===== src/design/cssev_pkg.sv =====
// cssev_pkg: shared types, constants and the arctangent table for the cosine series evaluator
// used by cssev_front, cssev_basis, cssev_back and the top level; no other dependencies
`timescale 1ns / 1ps

package cssev_pkg;

    localparam int CORDIC_STEPS = 20;
    localparam int STEP_W       = 5;
    localparam logic signed [33:0] CORDIC_GAIN = 34'sd652032875;
    localparam int N_W          = 6;
    localparam int D1_SCALE     = 164710;
    localparam int D2_SCALE     = 413961;
    localparam int DIV5_RECIP   = 838861;
    localparam int ACC_W        = 96;
    localparam int OUT_W        = 48;
    localparam int S_TDATA_W    = 80;

    typedef enum logic [1:0] {
        CMD_WRITE,
        CMD_EVAL,
        CMD_ZERO
    } cmd_kind_t;

    typedef enum logic [1:0] {
        DERIV_VALUE = 2'd0,
        DERIV_SLOPE = 2'd1,
        DERIV_CURVE = 2'd2
    } deriv_t;

    typedef struct packed {
        cmd_kind_t          kind;
        logic [3:0]         order_u;
        logic [3:0]         order_v;
        logic [1:0]         component;
        logic signed [31:0] coeff_value;
        logic [15:0]        pos_u;
        logic [15:0]        pos_v;
        deriv_t             deriv_u;
        deriv_t             deriv_v;
    } cmd_t;

    typedef struct packed {
        logic           start;
        logic [N_W-1:0] n;
        deriv_t         d;
        logic [15:0]    pos;
    } basis_req_t;

    typedef struct packed {
        logic               done;
        logic signed [31:0] value;
    } basis_rsp_t;

    typedef enum logic [2:0] {
        BS_IDLE,
        BS_PREP,
        BS_FOLD,
        BS_ITER,
        BS_MUL,
        BS_FIN
    } basis_state_t;

    typedef enum logic [3:0] {
        BK_CLEAR,
        BK_IDLE,
        BK_WRITE,
        BK_BREQ,
        BK_BWAIT,
        BK_MAC,
        BK_DRAIN,
        BK_ROUND,
        BK_OUT
    } back_state_t;

    // arctangent of 2^-i in units of 2^32 per turn
    function automatic logic [29:0] atan_at(input logic [STEP_W-1:0] i);
        logic [29:0] r;
        unique case (i)
            5'd0:  r = 30'd536870912;
            5'd1:  r = 30'd316933406;
            5'd2:  r = 30'd167458907;
            5'd3:  r = 30'd85004756;
            5'd4:  r = 30'd42667331;
            5'd5:  r = 30'd21354465;
            5'd6:  r = 30'd10679838;
            5'd7:  r = 30'd5340245;
            5'd8:  r = 30'd2670163;
            5'd9:  r = 30'd1335087;
            5'd10: r = 30'd667544;
            5'd11: r = 30'd333772;
            5'd12: r = 30'd166886;
            5'd13: r = 30'd83443;
            5'd14: r = 30'd41722;
            5'd15: r = 30'd20861;
            5'd16: r = 30'd10430;
            5'd17: r = 30'd5215;
            5'd18: r = 30'd2608;
            5'd19: r = 30'd1304;
            default: r = 30'd0;
        endcase
        return r;
    endfunction

endpackage


===== src/design/cssev_front.sv =====
// cssev_front: input stage, classifies each item and holds a two-entry command queue
// depends on cssev_pkg
`timescale 1ns / 1ps

module cssev_front #(
    parameter int BASES_U    = 16,
    parameter int BASES_V    = 16,
    parameter int COMPONENTS = 4
) (
    input  logic                           aclk,
    input  logic                           aresetn,
    input  logic                           s_tvalid,
    output logic                           s_tready,
    input  logic [cssev_pkg::S_TDATA_W-1:0] s_tdata,
    input  logic [0:0]                     s_tuser,
    input  logic                           clearing,
    output logic                           cmd_valid,
    output cssev_pkg::cmd_t                cmd,
    input  logic                           cmd_pop
);
    import cssev_pkg::*;

    cmd_t       q_reg [2];
    logic       wptr_reg, rptr_reg;
    logic [1:0] count_reg, count_next;
    cmd_t       item;
    logic       in_range, keep, push;

    // clamp derivative orders of three to the second derivative
    function automatic deriv_t clamp_d(input logic [1:0] d);
        deriv_t r;
        priority if (d >= 2'd2) r = DERIV_CURVE;
        else if (d == 2'd1)     r = DERIV_SLOPE;
        else                    r = DERIV_VALUE;
        return r;
    endfunction

    always_comb begin
        item.order_u     = s_tdata[3:0];
        item.order_v     = s_tdata[7:4];
        item.component   = s_tdata[9:8];
        item.coeff_value = s_tdata[41:10];
        item.pos_u       = s_tdata[57:42];
        item.pos_v       = s_tdata[73:58];
        item.deriv_u     = clamp_d(s_tdata[75:74]);
        item.deriv_v     = clamp_d(s_tdata[77:76]);
        in_range = (32'(s_tdata[3:0]) < BASES_U) && (32'(s_tdata[7:4]) < BASES_V)
                   && (32'(s_tdata[9:8]) < COMPONENTS);
        // out-of-range writes are taken and dropped here
        keep = 1'b1;
        if (!s_tuser[0]) begin
            item.kind = CMD_WRITE;
            keep      = in_range;
        end else if (32'(s_tdata[9:8]) < COMPONENTS) begin
            item.kind = CMD_EVAL;
        end else begin
            item.kind = CMD_ZERO;
        end
    end

    assign s_tready  = (count_reg != 2'd2) && !clearing;
    assign push      = s_tvalid && s_tready && keep;
    assign cmd_valid = (count_reg != 2'd0);
    assign cmd       = q_reg[rptr_reg];

    always_comb begin
        count_next = count_reg;
        if (push && !cmd_pop)      count_next = count_reg + 2'd1;
        else if (!push && cmd_pop) count_next = count_reg - 2'd1;
    end

    always_ff @(posedge aclk) begin
        if (!aresetn) begin
            wptr_reg  <= 1'b0;
            rptr_reg  <= 1'b0;
            count_reg <= 2'd0;
        end else begin
            count_reg <= count_next;
            if (push)    wptr_reg <= ~wptr_reg;
            if (cmd_pop) rptr_reg <= ~rptr_reg;
        end
    end

    always_ff @(posedge aclk) begin
        if (push) q_reg[wptr_reg] <= item;
    end

endmodule


===== config.mk =====
export PLATFORM = sky130hd
export DESIGN_NAME = cssev_front
export DESIGN_NICKNAME = d
export VERILOG_FILES = /design/src/design/cssev_pkg.sv /design/src/design/cssev_front.sv
export SDC_FILE = /design/constraint.sdc
export NUM_CORES = 1
export LEC_CHECK = 0
export BUFFER_PORTS_ARGS = -buffer_cell sky130_fd_sc_hd__buf_2
export CAP_MARGIN = 20
export CORE_ASPECT_RATIO = 1.4
export CORE_MARGIN = 8
export CORE_UTILIZATION = 52
export CTS_CLUSTER_DIAMETER = 150
export DETAILED_ROUTE_END_ITERATION = 8
export PLACE_DENSITY = 0.81
export SLEW_MARGIN = 20
export SYNTH_ARGS = -nofsm -noshare
export SYNTH_HDL_FRONTEND = slang
export SYNTH_SLANG_ARGS = --single-unit

===== constraint.sdc =====
create_clock -name aclk -period 6.1 [get_ports aclk]
set_input_delay 0.915 -clock aclk [delete_from_list [all_inputs] [get_ports aclk]]
set_output_delay 0.915 -clock aclk [all_outputs]
set_load 0.01 [all_outputs]

==> report_table.html, run 1 <==
<table>
<tr><th>Metric</th><th>Value</th></tr>
<tr><th colspan="2">Finish</th></tr>
<tr><td>Most common library cell in the layout ignoring fill and taps</td><td>buf_2</td></tr>
<tr><td>Post-route standard cell area excluding fillers</td><td>7520 µm²</td></tr>
<tr><td>Antenna Diode Count</td><td>0</td></tr>
<tr><td>Number of flip-flops under the largest register name</td><td>158</td></tr>
<tr><td>Non-filler instance count after layout</td><td>606</td></tr>
<tr><td>Ratio of cells with drive above 1 in the final layout</td><td>60.0%</td></tr>
<tr><td>Area Growth Syn to Fin</td><td>25.2%</td></tr>
<tr><td>Area of combinational cells with multiple inputs</td><td>1090 µm²</td></tr>
<tr><td>Post-layout nets</td><td>538</td></tr>
<tr><td>Post-Route Utilization</td><td>66.7%</td></tr>
<tr><td>Commonest non-fill, non-tap cells in the layout</td><td>buf_2 (164), edfxtp_1 (158), mux2_2 (69), clkbuf_16 (17), mux2_4 (10)</td></tr>
<tr><td>Reg area</td><td>4850 µm²</td></tr>
<tr><td>Number of fillers in the final layout</td><td>814</td></tr>
<tr><th colspan="2">CTS</th></tr>
<tr><td>TritonCTS clock tree</td><td>done</td></tr>
<tr><td>Clock root cell</td><td>clkbuf_16</td></tr>
<tr><td>Clock sinks</td><td>163</td></tr>
<tr><td>Maximum clock insertion buffer count</td><td>2</td></tr>
<tr><td>Clock transition at the registers of the reported paths</td><td>0.05 ns</td></tr>
<tr><td>Worst skew pair latency</td><td>0.40 ns</td></tr>
<tr><td>TritonCTS Buffers</td><td>17</td></tr>
<tr><td>Hold-fix buffers at CTS</td><td>0</td></tr>
<tr><td>PostCTS Resize Cnt</td><td>0</td></tr>
<tr><td>Number of buffers added for setup after CTS</td><td>0</td></tr>
<tr><td>H-tree levels</td><td>4</td></tr>
<tr><th colspan="2">GRT</th></tr>
<tr><td>Number of global-route vias before repair</td><td>3415</td></tr>
<tr><td>Wire length of the first global-routing pass</td><td>17500 µm</td></tr>
<tr><td>Number of antenna violations at the first check in global routing</td><td>2</td></tr>
<tr><td>Pin count of the biggest net entering global routing</td><td>80</td></tr>
<tr><td>GRT Overall Usage</td><td>15.4%</td></tr>
<tr><td>Leftover overflow at the end of global routing</td><td>0</td></tr>
<tr><th colspan="2">Power</th></tr>
<tr><td>Portion of total power attributed to the clock network</td><td>37.6%</td></tr>
<tr><td>Power Density</td><td>333 nW/µm²</td></tr>
<tr><td>Fraction of power consumed by combinational cells</td><td>10.1%</td></tr>
<tr><td>Int Power</td><td>1.97 mW</td></tr>
<tr><td>Switching share of power</td><td>21.4%</td></tr>
<tr><td>Switching power summed over all nets</td><td>0.538 mW</td></tr>
<tr><td>Lkg Pwr</td><td>2.82 nW</td></tr>
<tr><td>Sequential share of power</td><td>52.4%</td></tr>
<tr><td>Maximum resistive drop on vdd</td><td>0.221 mV</td></tr>
<tr><td>Overall power of the completed layout</td><td>2.51 mW</td></tr>
<tr><th colspan="2">Critical path</th></tr>
<tr><td>Data required time of the worst path</td><td>5.18 ns</td></tr>
<tr><td>Category of the critical setup timing path</td><td>reg2out</td></tr>
<tr><td>Largest fanout on the critical path</td><td>46</td></tr>
<tr><td>Type of origin of the critical path</td><td>register</td></tr>
<tr><td>R2R depth</td><td>4</td></tr>
<tr><td>Kind of end point of the critical path</td><td>output pin</td></tr>
<tr><td>Worst path arrival time</td><td>1.94 ns</td></tr>
<tr><th colspan="2">Run</th></tr>
<tr><td>Max_cap viols</td><td>0</td></tr>
<tr><th colspan="2">STA</th></tr>
<tr><td>Clock tree skew after final layout</td><td>0.00923 ns</td></tr>
<tr><td>Final setup violation count</td><td>0</td></tr>
<tr><td>RSZ-0062 raised after global routing</td><td>no</td></tr>
<tr><td>Final hold violation count</td><td>0</td></tr>
<tr><td>Minimum setup slack in the final design</td><td>3.24 ns</td></tr>
<tr><td>Sum of negative setup slack</td><td>0 ns</td></tr>
<tr><td>Max transition margin</td><td>48.6%</td></tr>
<tr><td>Slew Limit Fails</td><td>0</td></tr>
<tr><td>F_max</td><td>0.350 GHz</td></tr>
<tr><td>Actual transition at the worst max-transition pin</td><td>0.769 ns</td></tr>
<tr><td>Final clock period utilization by the worst path</td><td>46.8%</td></tr>
<tr><td>Post-layout minimum cycle time</td><td>2.86 ns</td></tr>
<tr><td>Worst hold margin</td><td>0.518 ns</td></tr>
<tr><th colspan="2">Synthesis</th></tr>
<tr><td>Mapped Cells</td><td>277</td></tr>
<tr><td>EDFF count, synth</td><td>158</td></tr>
<tr><td>Net Count, Synth</td><td>364</td></tr>
<tr><td>Primary flip-flop cell chosen by synthesis mapping</td><td>edfxtp_1</td></tr>
<tr><td>Warnings from Yosys</td><td>0</td></tr>
<tr><td>Netlist area before placement</td><td>6010 µm²</td></tr>
<tr><td>Post-synthesis sequential area ratio</td><td>80.6%</td></tr>
<tr><td>Count of unique library cells instantiated by Yosys</td><td>24</td></tr>
<tr><td>Mean instance size in the synthesized netlist</td><td>21.7 µm²</td></tr>
<tr><td>Share of flip-flops with an asynchronous set or reset after synthesis</td><td>0%</td></tr>
<tr><td>#FFs+latches synth</td><td>163</td></tr>
<tr><th colspan="2">Drt</th></tr>
<tr><td>Total via count after detailed routing</td><td>3078</td></tr>
<tr><td>Wirelength, routed</td><td>11600 µm</td></tr>
<tr><td>Antenna-violating nets left</td><td>0</td></tr>
<tr><td>Ratio of routed vias to standard cells</td><td>5.08</td></tr>
<tr><td>Drt first pass iters</td><td>4</td></tr>
<tr><td>Post-DR wirelength/cell</td><td>19.1 µm</td></tr>
<tr><td>Number of DRC violations after detailed routing</td><td>0</td></tr>
<tr><td>Number of design-rule violations left by the first detailed-router iteration</td><td>100</td></tr>
<tr><th colspan="2">Place</th></tr>
<tr><td>Cell Area, Placed</td><td>6950 µm²</td></tr>
<tr><td>Placed cells</td><td>574</td></tr>
<tr><td>Final weighted congestion in routability-driven placement</td><td>0.729</td></tr>
<tr><td>Port-buffer cells</td><td>164</td></tr>
<tr><td>Post-Place Worst Slack</td><td>2.85 ns</td></tr>
<tr><td>Dpl hpwl</td><td>7900 µm</td></tr>
<tr><th colspan="2">Floorplanning</th></tr>
<tr><td>Cell Rows</td><td>46</td></tr>
<tr><td>Number of top-level design ports</td><td>168</td></tr>
<tr><td>Starting utilization of the core area</td><td>53.3%</td></tr>
<tr><td>Area of the core region</td><td>11300 µm²</td></tr>
<tr><td>Die width</td><td>107 µm</td></tr>
<tr><td>Die Outline Area</td><td>15300 µm²</td></tr>
<tr><td>Die boundary height</td><td>143 µm</td></tr>
<tr><th colspan="2">Min path</th></tr>
<tr><td>Worst Hold Path Cells</td><td>2</td></tr>
<tr><td>HP Class</td><td>reg2reg</td></tr>
<tr><th colspan="2">Outcome</th></tr>
<tr><td>Run status</td><td>finished, final reports clean</td></tr>
</table>
critical path, cell delays in order, from the launching register on:
cell     delay [ns]
dfxtp_4        0.67
buf_12         0.31
mux2_2         0.39
buf_2          0.15
layout make-up:
cell class	count	area share (%)
Clock buffer	21	5.85
Clock inverter	9	1.11
Inverter	1	0.0499
Multi-Input combinational cell	101	14.5
Sequential cell	163	64.4
Tap cell	144	2.39
Timing Repair Buffer	167	11.6
synthesized netlist by cell type (2+ instances only):
cell type	count	share of area [%]
edfxtp_1	158	79
mux2_2	69	13
mux2_4	10	2.5
buf_2	6	0.50
dfxtp_1	5	1.7
and2_1	4	0.42
nor2b_1	4	0.42
buf_6	3	0.56
clkbuf_1	2	0.12
xor2_1	2	0.29
path summary, 6_finish.rpt:
path	startpoint	end	slack (ns)
setup / recovery	register	cmd[75]	3.24
hold / removal	count_reg[1]	count_reg[1]	0.52
setup reg to reg	count_reg[0]	q_reg[0][16]	3.45
hold reg to reg	count_reg[1]	count_reg[1]	0.52
cell families after synthesis:
kind of cell               Yosys count  synth area share, %
other                                1               0.0624
buffers and inverters               13                 1.37
muxes                               80                 15.6
AOI/OAI and AO/OA                    2                0.208
adders and majority gates            1                0.208
xor gates and xnor gates             3                0.437
and+or+nand+nor                     14                 1.48
DFF                                163                 80.6
power by group through the flow:
stage,Sequential (mW),Combinational [mW],Clock [mW]
2_1_floorplan,1.33,0.156,0
3_3_place_gp,1.35,0.234,0
3_5_place_dp,1.35,0.242,0
4_1_cts,1.33,0.244,0.963
5_1_grt,1.32,0.273,1.01
6_report,1.31,0.252,0.943
metal layers:
| layer | global-route usage (%) | up-vias | wire [µm] |
|---|---|---|---|
| met2 | 29.0 | 96 | 6580 |
| met3 | 5.59 | 16 | 698 |
| li1 | - | 1435 | - |
| met1 | 13.9 | 1527 | 4100 |
| met4 | 7.73 | 4 | 182 |
| met5 | 0 | - | 27 |
(Power assumes the default switching activity.)
==> inputs of run 2 (changes only) <==
--- a/config.mk
+++ b/config.mk
@@ -9,10 +9,10 @@
 export CAP_MARGIN = 20
 export CORE_ASPECT_RATIO = 1.4
 export CORE_MARGIN = 8
-export CORE_UTILIZATION = 52
+export CORE_UTILIZATION = 47
 export CTS_CLUSTER_DIAMETER = 150
 export DETAILED_ROUTE_END_ITERATION = 8
-export PLACE_DENSITY = 0.81
+export PLACE_DENSITY = 0.77
 export SLEW_MARGIN = 20
 export SYNTH_ARGS = -nofsm -noshare
 export SYNTH_HDL_FRONTEND = slang
==> constraint.sdc (replaced) <==
create_clock -name aclk -period 2.5 [get_ports aclk]
set_input_delay 0.375 -clock aclk [delete_from_list [all_inputs] [get_ports aclk]]
set_output_delay 0.375 -clock aclk [all_outputs]
set_load 0.01 [all_outputs]
==> report_table.html, run 2 (synthesis gave the netlist of run 1 again) <==
<table>
<tr><th>Metric</th><th>Value</th></tr>
<tr><th colspan="2">Outcome</th></tr>
<tr><td>Run status</td><td>finished, final reports clean</td></tr>
<tr><th colspan="2">Min path</th></tr>
<tr><td>Worst min-delay path startpoint</td><td>s_tdata[46]</td></tr>
<tr><td>Worst Hold Path Cells</td><td>1</td></tr>
<tr><td>HP Class</td><td>in2reg</td></tr>
<tr><td>Hold path endpoint</td><td>q_reg[1][24]</td></tr>
<tr><th colspan="2">Finish</th></tr>
<tr><td>Post-route standard cell area excluding fillers</td><td>7630 µm²</td></tr>
<tr><td>Post-layout nets</td><td>542</td></tr>
<tr><td>Area Growth Syn to Fin</td><td>27.1%</td></tr>
<tr><td>Commonest non-fill, non-tap cells in the layout</td><td>buf_2 (164), edfxtp_1 (158), mux2_2 (69), clkbuf_16 (17), mux2_4 (10)</td></tr>
<tr><td>Area of combinational cells with multiple inputs</td><td>1090 µm²</td></tr>
<tr><td>Antenna Diode Count</td><td>0</td></tr>
<tr><td>Number of flip-flops under the largest register name</td><td>158</td></tr>
<tr><td>Reg area</td><td>4850 µm²</td></tr>
<tr><td>Ratio of cells with drive above 1 in the final layout</td><td>60.6%</td></tr>
<tr><td>Most common library cell in the layout ignoring fill and taps</td><td>buf_2</td></tr>
<tr><td>Number of fillers in the final layout</td><td>972</td></tr>
<tr><th colspan="2">CTS</th></tr>
<tr><td>PostCTS Resize Cnt</td><td>0</td></tr>
<tr><td>Hold-fix buffers at CTS</td><td>0</td></tr>
<tr><td>Clock root cell</td><td>clkbuf_16</td></tr>
<tr><td>Number of buffers added for setup after CTS</td><td>0</td></tr>
<tr><td>Maximum clock insertion buffer count</td><td>2</td></tr>
<tr><td>TritonCTS clock tree</td><td>done</td></tr>
<tr><td>Worst skew pair latency</td><td>0.40 ns</td></tr>
<tr><td>H-tree levels</td><td>4</td></tr>
<tr><td>Clock transition at the registers of the reported paths</td><td>0.06 ns</td></tr>
<tr><td>TritonCTS Buffers</td><td>17</td></tr>
<tr><td>Clock sinks</td><td>163</td></tr>
<tr><th colspan="2">Power</th></tr>
<tr><td>Lkg Pwr</td><td>2.87 nW</td></tr>
<tr><td>Maximum resistive drop on vdd</td><td>0.453 mV</td></tr>
<tr><td>Power Density</td><td>835 nW/µm²</td></tr>
<tr><th colspan="2">Drt</th></tr>
<tr><td>Drt first pass iters</td><td>6</td></tr>
<tr><td>Number of DRC violations after detailed routing</td><td>0</td></tr>
<tr><td>Ratio of routed vias to standard cells</td><td>5.02</td></tr>
<tr><td>Wirelength, routed</td><td>11500 µm</td></tr>
<tr><td>Number of design-rule violations left by the first detailed-router iteration</td><td>122</td></tr>
<tr><td>Total via count after detailed routing</td><td>3110</td></tr>
<tr><td>Post-DR wirelength/cell</td><td>18.6 µm</td></tr>
<tr><td>Antenna-violating nets left</td><td>0</td></tr>
<tr><th colspan="2">STA</th></tr>
<tr><td>Final hold violation count</td><td>0</td></tr>
<tr><td>Slew Limit Fails</td><td>0</td></tr>
<tr><td>Sum of negative setup slack</td><td>0 ns</td></tr>
<tr><td>RSZ-0062 raised after global routing</td><td>no</td></tr>
<tr><td>Final clock period utilization by the worst path</td><td>85.4%</td></tr>
<tr><td>Clock tree skew after final layout</td><td>0.00750 ns</td></tr>
<tr><td>F_max</td><td>0.468 GHz</td></tr>
<tr><td>Max transition margin</td><td>65.5%</td></tr>
<tr><td>Post-layout minimum cycle time</td><td>2.14 ns</td></tr>
<tr><td>Final setup violation count</td><td>0</td></tr>
<tr><td>Minimum setup slack in the final design</td><td>0.365 ns</td></tr>
<tr><td>Actual transition at the worst max-transition pin</td><td>0.517 ns</td></tr>
<tr><th colspan="2">GRT</th></tr>
<tr><td>Pin count of the biggest net entering global routing</td><td>44</td></tr>
<tr><td>Wire length of the first global-routing pass</td><td>17500 µm</td></tr>
<tr><td>Number of global-route vias before repair</td><td>3562</td></tr>
<tr><td>GRT Overall Usage</td><td>13.8%</td></tr>
<tr><td>Number of antenna violations at the first check in global routing</td><td>2</td></tr>
<tr><td>Leftover overflow at the end of global routing</td><td>0</td></tr>
<tr><th colspan="2">Floorplanning</th></tr>
<tr><td>Die width</td><td>112 µm</td></tr>
<tr><td>Area of the core region</td><td>12700 µm²</td></tr>
<tr><td>Starting utilization of the core area</td><td>47.3%</td></tr>
<tr><td>Number of top-level design ports</td><td>168</td></tr>
<tr><td>Die Outline Area</td><td>16700 µm²</td></tr>
<tr><td>Die boundary height</td><td>150 µm</td></tr>
<tr><td>Cell Rows</td><td>49</td></tr>
<tr><th colspan="2">Critical path</th></tr>
<tr><td>Kind of end point of the critical path</td><td>output pin</td></tr>
<tr><td>Data required time of the worst path</td><td>2.12 ns</td></tr>
<tr><td>Worst path arrival time</td><td>1.76 ns</td></tr>
<tr><td>Crit Reg-Reg Endpoint</td><td>q_reg[0][59]</td></tr>
<tr><td>Worst R2R Start</td><td>count_reg[0]</td></tr>
<tr><td>Type of origin of the critical path</td><td>register</td></tr>
<tr><td>R2R depth</td><td>4</td></tr>
<tr><td>Largest fanout on the critical path</td><td>36</td></tr>
<tr><td>Setup slack of the worst register-to-register path</td><td>0.65 ns</td></tr>
<tr><td>Category of the critical setup timing path</td><td>reg2out</td></tr>
<tr><th colspan="2">Place</th></tr>
<tr><td>Port-buffer cells</td><td>164</td></tr>
<tr><td>Post-Place Worst Slack</td><td>0.624 ns</td></tr>
<tr><td>Dpl hpwl</td><td>8090 µm</td></tr>
<tr><td>Cell Area, Placed</td><td>7050 µm²</td></tr>
<tr><td>Final weighted congestion in routability-driven placement</td><td>0.681</td></tr>
<tr><th colspan="2">Run</th></tr>
<tr><td>Max_cap viols</td><td>0</td></tr>
</table>
-- run 2: how the worst max path moves through the flow --
stage,slack [ns],end,depth (start not counted),startpoint
3_5_place_dp,0.62,q_reg[0][47],4,clearing
5_1_grt,0.28,cmd[40],3,register
6_report,0.36,cmd[49],3,register
2_1_floorplan,0.11,q_reg[0][0],3,count_reg[0]
3_3_place_gp,0.67,q_reg[0][57],4,clearing
4_1_cts,0.33,cmd[73],3,register
-- run 2: metrics by stage --
step	hold slack, ns	power [mW]	cells	utilization (%)
2_1_floorplan	0.461	3.61	277	-
3_3_place_gp	0.473	3.87	589	55.5
3_5_place_dp	0.496	3.90	589	55.5
4_1_cts	0.132	6.45	620	60.2
5_1_grt	0.133	6.59	620	60.2
6_report	0.153	6.37	620	60.2
-- run 2: final cells by class --
cell class / instances / share of cell area, %
flip-flops and latches: 163 / 63.5
multi-input cells: 101 / 14.3
repair buffers: 171 / 11.9
clock buffers: 17 / 5.57
well taps: 153 / 2.51
clock inverters: 14 / 2.15
inverters: 1 / 0.0492
-- run 2: critical path: stages (launching register included) --
cell and delay (ns):
dfxtp_4 0.36, buf_4 0.43, mux2_2 0.40, buf_2 0.14
-- run 2: power breakdown --
group	leakage (nW)	internal, mW	total (mW)	switching [mW]
Clock	0.278	1.56	2.55	0.990
Combinational	1.10	0.313	0.643	0.330
Sequential	1.49	3.15	3.18	0.0351
-- run 2: routing by layer --
metal / global-route usage [%] / share of wire (%)
met5: 0 / 0.23
met4: 6.93 / 2.1
met3: 5.33 / 6.0
met2: 26.4 / 57
met1: 12.4 / 34
